## src/bcdcs_pkg.sv

```systemverilog
// Shared constants, codes and helpers for the packed BCD convert and subtract core.
package bcdcs_pkg;

  // Number of register stages from the input beat to the result strobe.
  localparam int PIPE_DEPTH = 11;

  // Command codes on the cmd port.
  localparam logic [1:0] CMD_BCD2BIN = 2'd0;
  localparam logic [1:0] CMD_BIN2BCD = 2'd1;
  localparam logic [1:0] CMD_SUB     = 2'd2;
  localparam logic [1:0] CMD_NONE    = 2'd3;

  localparam logic [31:0] ALL_ONES   = 32'hFFFF_FFFF;
  localparam logic [31:0] TOP_WEIGHT = 32'd10_000_000;

  // Reciprocals for division by constants.
  // RECIP_TOP:  floor(2^32 / 78125), estimate of (v >> 7) / 78125, low by at most one.
  // RECIP_1000: ceil(2^38 / 1000), exact for 32-bit dividends.
  // RECIP_100:  ceil(2^19 / 100), exact below 43699.
  // RECIP_10:   ceil(2^11 / 10), exact below 1029.
  localparam logic [15:0] RECIP_TOP  = 16'd54975;
  localparam logic [28:0] RECIP_1000 = 29'd274877907;
  localparam logic [12:0] RECIP_100  = 13'd5243;
  localparam logic [7:0]  RECIP_10   = 8'd205;

  // What the output stage drives onto the result port.
  typedef enum logic [1:0] {
    KIND_BIN   = 2'd0,
    KIND_BCD   = 2'd1,
    KIND_UNDER = 2'd2,
    KIND_ZERO  = 2'd3
  } kind_t;

  // Two packed nibbles weighted as tens and ones; nibbles above 9 count at face value.
  function automatic logic [7:0] pair_value(input logic [7:0] nibs);
    logic [7:0] hi;
    logic [7:0] lo;
    hi = {4'd0, nibs[7:4]};
    lo = {4'd0, nibs[3:0]};
    return (hi << 3) + (hi << 1) + lo;
  endfunction

endpackage

```

## src/bcd32_convert_and_subtract_core.sv

```systemverilog
// Pipelined 8-digit packed BCD to binary, binary to BCD and BCD subtract core.
// A beat taken at a rising edge shows its result with done high once it has
// passed through every pipeline stage; done lasts exactly one cycle per beat.
// Throughput: one beat per cycle; busy is always low since nothing in the
// pipeline waits, and the receiver cannot stall the result.
// Reset (rst, synchronous, active high) clears every stage valid bit and done;
// beats in flight are dropped, and the data registers keep stale values.
module bcd32_convert_and_subtract_core (
  input  logic        clk,
  input  logic        rst,
  input  logic        start,
  output logic        busy,
  input  logic [1:0]  cmd,
  input  logic [31:0] operand_a,
  input  logic [31:0] operand_b,
  output logic        done,
  output logic [31:0] result,
  output logic        underflow
);
  import bcdcs_pkg::*;

  // Stage map:
  //   1  fold digit pairs of both operands into values below 166
  //   2  weight the four pairs into 32-bit binary values
  //   3  pick the value to convert, compare and subtract for cmd 2
  //   4  estimate v / 10^7 by a reciprocal multiply
  //   5  correct the estimate; top nibble and a 7-digit remainder
  //   6  split the remainder by 1000 (high four digits)
  //   7  low three digits; high four digits split by 100
  //   8  further splits by 100 and 10
  //   9  digits 6, 5 and 2
  //   10 digits 4 and 3
  //   11 digits 1 and 0, result selection (output registers)

  logic accept;
  logic [PIPE_DEPTH-1:1] vld;

  // Stage 1 registers and logic.
  logic [1:0]  cmd1;
  logic [31:0] a_raw1;
  logic [7:0]  pa1 [4];
  logic [7:0]  pb1 [4];
  logic [7:0]  pa_next [4];
  logic [7:0]  pb_next [4];

  // Stage 2.
  logic [1:0]  cmd2;
  logic [31:0] a_raw2;
  logic [31:0] ba2;
  logic [31:0] bb2;
  logic [31:0] ba_next;
  logic [31:0] bb_next;

  // Item kind and binary value travel with the beat from stage 3 onward.
  kind_t       kind_q [3:PIPE_DEPTH-1];
  logic [31:0] v_q    [3:PIPE_DEPTH-1];
  kind_t       kind3_next;
  logic [31:0] v3_next;

  // Stage 4.
  logic [8:0]  q4;
  logic [40:0] prod4;

  // Stage 5; the BCD word fills in nibble by nibble from here on.
  logic [31:0] bcd_q [5:PIPE_DEPTH-1];
  logic [23:0] rest5;
  logic [31:0] r5;
  logic [31:0] r5_adj;
  logic [8:0]  q5_adj;
  logic        r5_over;

  // Stage 6.
  logic [13:0] h6;
  logic [23:0] rest6;
  logic [52:0] prod6;

  // Stage 7.
  logic [13:0] h7;
  logic [9:0]  l7;
  logic [6:0]  hh7;
  logic [23:0] l7_wide;
  logic [26:0] prod7;

  // Stage 8.
  logic [6:0]  hh8;
  logic [6:0]  hl8;
  logic [9:0]  l8;
  logic [3:0]  lh8;
  logic [3:0]  hht8;
  logic [13:0] hl8_wide;
  logic [22:0] prod8a;
  logic [14:0] prod8b;

  // Stage 9.
  logic [6:0]  ll9;
  logic [6:0]  hl9;
  logic [3:0]  hlt9;
  logic [9:0]  ll9_wide;
  logic [6:0]  d5_wide;
  logic [14:0] prod9;

  // Stage 10.
  logic [6:0]  ll10;
  logic [3:0]  llt10;
  logic [6:0]  d3_wide;
  logic [14:0] prod10;

  // Output stage.
  logic [6:0]  d0_wide;
  logic [31:0] result_next;

  // Nothing in the pipeline ever holds a beat back.
  assign busy   = 1'b0;
  assign accept = start && !busy;

  // Stage 1: pairs of digits.
  always_comb begin
    for (int k = 0; k < 4; k++) begin
      pa_next[k] = pair_value(operand_a[8*k +: 8]);
      pb_next[k] = pair_value(operand_b[8*k +: 8]);
    end
  end

  // Stage 2: weight the pairs by powers of one hundred.
  always_comb begin
    ba_next = 32'(pa1[3]) * 32'd1_000_000 + 32'(pa1[2]) * 32'd10_000
            + 32'(pa1[1]) * 32'd100 + 32'(pa1[0]);
    bb_next = 32'(pb1[3]) * 32'd1_000_000 + 32'(pb1[2]) * 32'd10_000
            + 32'(pb1[1]) * 32'd100 + 32'(pb1[0]);
  end

  // Stage 3: the command decides what reaches the conversion and the output.
  always_comb begin
    kind3_next = KIND_ZERO;
    v3_next    = ba2;
    unique case (cmd2)
      CMD_BCD2BIN: begin
        kind3_next = KIND_BIN;
        v3_next    = ba2;
      end
      CMD_BIN2BCD: begin
        kind3_next = KIND_BCD;
        v3_next    = a_raw2;
      end
      CMD_SUB: begin
        if (ba2 < bb2) begin
          kind3_next = KIND_UNDER;
        end else begin
          kind3_next = KIND_BCD;
        end
        v3_next = ba2 - bb2;
      end
      CMD_NONE: begin
        kind3_next = KIND_ZERO;
        v3_next    = ba2;
      end
    endcase
  end

  // Stage 4: 10^7 = 2^7 * 78125, so the estimate works on v >> 7.
  assign prod4 = 41'(v_q[3][31:7]) * 41'(RECIP_TOP);

  // Stage 5: the estimate is at most one low; one compare and subtract fixes it.
  always_comb begin
    r5      = v_q[4] - 32'(q4) * TOP_WEIGHT;
    r5_over = (r5 >= TOP_WEIGHT);
    r5_adj  = r5_over ? (r5 - TOP_WEIGHT) : r5;
    q5_adj  = r5_over ? (q4 + 9'd1) : q4;
  end

  // Stage 6: remainder split by one thousand.
  assign prod6 = 53'(rest5) * 53'(RECIP_1000);

  // Stage 7.
  assign l7_wide = rest6 - 24'(h6) * 24'd1000;
  assign prod7   = 27'(h6) * 27'(RECIP_100);

  // Stage 8.
  assign hl8_wide = h7 - 14'(hh7) * 14'd100;
  assign prod8a   = 23'(l7) * 23'(RECIP_100);
  assign prod8b   = 15'(hh7) * 15'(RECIP_10);

  // Stage 9.
  assign ll9_wide = l8 - 10'(lh8) * 10'd100;
  assign d5_wide  = hh8 - 7'(hht8) * 7'd10;
  assign prod9    = 15'(hl8) * 15'(RECIP_10);

  // Stage 10.
  assign d3_wide = hl9 - 7'(hlt9) * 7'd10;
  assign prod10  = 15'(ll9) * 15'(RECIP_10);

  // Output stage.
  assign d0_wide = ll10 - 7'(llt10) * 7'd10;

  always_comb begin
    result_next = '0;
    unique case (kind_q[PIPE_DEPTH-1])
      KIND_BIN:   result_next = v_q[PIPE_DEPTH-1];
      KIND_BCD:   result_next = {bcd_q[PIPE_DEPTH-1][31:8], llt10, d0_wide[3:0]};
      KIND_UNDER: result_next = ALL_ONES;
      KIND_ZERO:  result_next = '0;
    endcase
  end

  // Control: valid bits and the result strobe.
  always_ff @(posedge clk) begin
    if (rst) begin
      vld  <= '0;
      done <= 1'b0;
    end else begin
      vld  <= {vld[PIPE_DEPTH-2:1], accept};
      done <= vld[PIPE_DEPTH-1];
    end
  end

  // Data path registers.
  always_ff @(posedge clk) begin
    cmd1   <= cmd;
    a_raw1 <= operand_a;
    pa1    <= pa_next;
    pb1    <= pb_next;

    cmd2   <= cmd1;
    a_raw2 <= a_raw1;
    ba2    <= ba_next;
    bb2    <= bb_next;

    kind_q[3] <= kind3_next;
    v_q[3]    <= v3_next;
    for (int i = 4; i < PIPE_DEPTH; i++) begin
      kind_q[i] <= kind_q[i-1];
      v_q[i]    <= v_q[i-1];
    end

    q4 <= prod4[40:32];

    bcd_q[5] <= {q5_adj[3:0], 28'd0};
    rest5    <= r5_adj[23:0];

    bcd_q[6] <= bcd_q[5];
    h6       <= prod6[51:38];
    rest6    <= rest5;

    bcd_q[7] <= bcd_q[6];
    h7       <= h6;
    l7       <= l7_wide[9:0];
    hh7      <= prod7[25:19];

    bcd_q[8] <= bcd_q[7];
    hh8      <= hh7;
    hl8      <= hl8_wide[6:0];
    l8       <= l7;
    lh8      <= prod8a[22:19];
    hht8     <= prod8b[14:11];

    bcd_q[9] <= {bcd_q[8][31:28], hht8, d5_wide[3:0], 8'd0, lh8, 8'd0};
    ll9      <= ll9_wide[6:0];
    hl9      <= hl8;
    hlt9     <= prod9[14:11];

    bcd_q[10] <= {bcd_q[9][31:20], hlt9, d3_wide[3:0], bcd_q[9][11:0]};
    ll10      <= ll9;
    llt10     <= prod10[14:11];

    result    <= result_next;
    underflow <= (kind_q[PIPE_DEPTH-1] == KIND_UNDER);
  end

  // Every accepted beat produces its strobe once it has passed through every stage.
  a_latency: assert property (@(posedge clk) disable iff (rst)
    (start && !busy) |-> ##(PIPE_DEPTH) done)
    else $error("result strobe missing for an accepted beat");

  // The corrected quotient leaves a remainder below ten million.
  a_top_remainder: assert property (@(posedge clk) disable iff (rst)
    vld[5] |-> (rest5 < TOP_WEIGHT[23:0]))
    else $error("top digit correction left remainder out of range");

  // The low three digits stay below one thousand.
  a_low_digits: assert property (@(posedge clk) disable iff (rst)
    vld[7] |-> (l7 < 10'd1000))
    else $error("thousands split produced an out of range remainder");

  // An underflow flag seen together with a strobe comes with an all-ones result.
  a_underflow: assert property (@(posedge clk) disable iff (rst)
    underflow && done |-> (result == ALL_ONES))
    else $error("underflow without all-ones result");

  // A strobe only follows a valid beat in the last stage.
  a_strobe_src: assert property (@(posedge clk) disable iff (rst)
    done |-> $past(vld[PIPE_DEPTH-1]))
    else $error("result strobe without a valid beat behind it");

endmodule

```

## config.mk

```make
export PLATFORM = sky130hd
export DESIGN_NAME = bcd32_convert_and_subtract_core
export DESIGN_NICKNAME = d
export VERILOG_FILES = /design/src/bcdcs_pkg.sv /design/src/bcd32_convert_and_subtract_core.sv
export SDC_FILE = /design/constraint.sdc
export NUM_CORES = 2
export LEC_CHECK = 0
export BUFFER_PORTS_ARGS = -buffer_cell sky130_fd_sc_hd__buf_2
export CAP_MARGIN = 20
export CORE_MARGIN = 1.5
export CORE_UTILIZATION = 31
export DETAILED_ROUTE_END_ITERATION = 10
export HOLD_SLACK_MARGIN = 0.15
export PLACE_DENSITY = 0.43
export SLEW_MARGIN = 30
export SYNTH_ARGS = -nofsm -noshare
export SYNTH_HDL_FRONTEND = slang
export SYNTH_SLANG_ARGS = --single-unit
export TNS_END_PERCENT = 1
```

## constraint.sdc

```tcl
create_clock -name clk -period 14.7 [get_ports clk]
set_input_delay 1.47 -clock clk [delete_from_list [all_inputs] [get_ports clk]]
set_output_delay 1.47 -clock clk [all_outputs]
set_load 0.01 [all_outputs]
```

==> results.sh <==
export IMPL_synth_edf_count=0
export IMPL_netlist_instances=5446
export IMPL_via_per_inst=4.38
export IMPL_antenna_found_initial=7
export IMPL_yosysTopAreaCell="ha_1"
export IMPL_reg2reg_to="rest5[19]"
export IMPL_grt_pass1_wl_um=216000
export IMPL_synthFlopType="dfxtp_1"
export IMPL_clk_path_buf_depth=3
export IMPL_die_x_um=434
export IMPL_drt_antenna_violating_nets=0
export IMPL_slowest_stage="a2111oi_4"
export IMPL_vias=35665
export IMPL_relSlewSlack=0.435
export IMPL_yosys_warnings=0
export IMPL_drtIter0Drc=1226
export IMPL_syn_num_nets=7430
export IMPL_area_growth_pct=11.1
export IMPL_hpwl_um=115000
export IMPL_wirelength_um=133000
export IMPL_period_share=0.510
export IMPL_post_cts_resized=0
export IMPL_worstSetupStartpoint="q4[1]"
export IMPL_dieHeight_um=434
export IMPL_nFillCells=18612
export IMPL_post_cts_buffers=0
export IMPL_yosys_top_cells_area="ha_1 (27%), fa_1 (24%), dfxtp_1 (23%), inv_1 (8.3%), xnor2_1 (3.0%)"
export IMPL_portBuffers=102
export IMPL_critPathCapture="rest5[19]"
export IMPL_synth_top_area_share=0.267
export IMPL_gp_congestion=0.860
export IMPL_core_area_um2=184000
export IMPL_cts_root_buffer="clkbuf_16"
export IMPL_grt_pass1_vias=38872
export IMPL_cts_tree="built"
export IMPL_end_kind="register"
export IMPL_synth_area_per_cell_um2=10.6
export IMPL_netlist_area_um2=57500
export IMPL_crit_path_max_fanout=12
export IMPL_synth_seq_cells=663
export IMPL_ff2ff_path_depth=32
export IMPL_path_class="register to register"
export IMPL_rr_startpoint="q4[1]"
export IMPL_io_pins=104
export IMPL_rows=157
export IMPL_ys_async_sr_fraction=0
export IMPL_die_area_um2=188000
export IMPL_slew_violations=0
export IMPL_nNetsFinal=7588
export IMPL_crit_path_frequent_cell="inv_1"
export IMPL_hold_class="register to register"
export IMPL_fmax_mhz=133
export IMPL_outcome="finished, final reports clean"
export IMPL_final_common_cell="inv_1"
export IMPL_clkLatencyLatePin_ns=0.69
export IMPL_clk_pin_slew_ns=0.06
export IMPL_grt_setup_unrepaired="false"
export IMPL_postCtsHoldBufs=0
export IMPL_clkSinkCount=663
export IMPL_startpoint_type="register"
export IMPL_drc=0
export IMPL_drt_first_pass_iters=7
export IMPL_rrSetupSlack_ns=7.20
export IMPL_tightest_slew_ns=0.837
export IMPL_final_cell_mix="inv_1 (1,268), ha_1 (1,227), fa_1 (687)"
export IMPL_grt_start_max_net_pins=58
export IMPL_drive_gt1_frac=0.0525
export IMPL_maxCapViolCount=0
export IMPL_htree_levels=3
export IMPL_start_util=0.313
export IMPL_timing_setup_tns_ns=0
export IMPL_period_needed_ns=7.50
export IMPL_ys_seq_area_frac=0.231
export IMPL_required_ns=15.26
export IMPL_grt_ovfl_total=0
export IMPL_cpPeakStageDelay_ns=0.53
export IMPL_wl_per_cell_um=16.4
export IMPL_setup_violations=0
export IMPL_cp_arrival_ns=8.06
export IMPL_finalHoldViolCount=0
export IMPL_groute_usage_overall=0.148
export IMPL_cts_inserted_buffers=80
export IMPL_finClkSkew_ns=0.0400
export IMPL_synthDistinctLibCells=76
-- routing by layer --
layer	GRT usage	up-vias	routed length (µm)
met4	0.0387	0	3480
li1	-	17941	-
met3	0.0208	159	4060
met5	0	-	0
met1	0.193	17150	61900
met2	0.256	415	64000
-- synth_stat cells, drive strengths merged, types with 11 or more instances --
master,n
o21a,50
a211oi,19
and3,16
nand2,116
a31oi,33
inv,1268
nor2,141
clkbuf,31
and2,15
dfxtp,663
a21oi,193
nand2b,24
a31o,11
a22oi,19
a221oi,22
a21o,117
o21bai,33
o21ai,139
nand4,16
nor2b,55
nor3,47
ha,1228
fa,687
or2,22
nand3,34
xor2,98
xnor2,199
-- worst max-delay path: cells and delay by family, from the launching register on --
kind | cells | cell delay, ns
xor gates and xnor gates | 2 | 0.34
DFF | 1 | 0.49
muxes | 1 | 0.21
buffers and inverters | 7 | 0.81
AOI/OAI and AO/OA | 11 | 2.57
and+or+nand+nor | 4 | 0.67
adders and majority gates | 7 | 2.26
-- flip-flops by register name, summed over array words and instances, names as in the netlist, 7 cells and up --
signal and cells:
v_q 232, bcd_q 56, a_raw2 32, pa1 32, pb1 32, result 32, bb2 29, a_raw1 28
ba2 28, rest5 24, kind_q 16, h6 14, l7 10, rest6 10, vld 10, q4 9
h7 7, hh7 7, hl8 7, l8 7, ll9 7
-- cell families after synthesis --
| kind of cell | synth area share |
|---|---|
| xor+xnor | 0.0454 |
| other cells | 0.0000653 |
| flops | 0.231 |
| buf+inv | 0.0855 |
| compound gates | 0.0857 |
| fa+ha+maj | 0.507 |
| simple gates | 0.0439 |
| mux | 0.00174 |
-- worst min path at each step --
stage,start,to,cells after the start
5_1_grt,v_q[0][188],v_q[0][220],0
3_5_place_dp,bcd_q[1][127],bcd_q[2][31],0
2_1_floorplan,pa1[24],a_raw2[0],0
6_report,kind_q[0][13],kind_q[0][15],0
3_3_place_gp,bcd_q[2][56],bcd_q[2][88],0
4_1_cts,kind_q[0][13],kind_q[0][15],0
-- layout make-up --
cell class | instances | area [µm²] | share of cell area
Clock inverter | 48 | 696 | 0.0109
Clock buffer | 101 | 2170 | 0.0340
Multi-Input combinational cell | 3479 | 39300 | 0.615
Antenna cell | 3 | 7.51 | 0.000118
Timing Repair Buffer | 112 | 586 | 0.00917
Sequential cell | 663 | 13300 | 0.208
Tap cell | 2464 | 3080 | 0.0483
Inverter | 1268 | 4760 | 0.0745
-- through the flow --
stage,instance area [µm²],setup WS [ns],utilization,hold WS (ns),std cells
2_1_floorplan,57500,8.27,-,0.310,5446
3_3_place_gp,61000,6.91,0.332,0.310,7985
3_5_place_dp,61000,7.25,0.332,0.312,7986
4_1_cts,63900,7.20,0.348,0.293,8135
5_1_grt,63900,6.43,0.348,0.295,8135
6_report,63900,7.20,0.348,0.297,8138
Power is not shown: default switching activity piles up to over one toggle a cycle in this logic, so the estimate is an artifact.
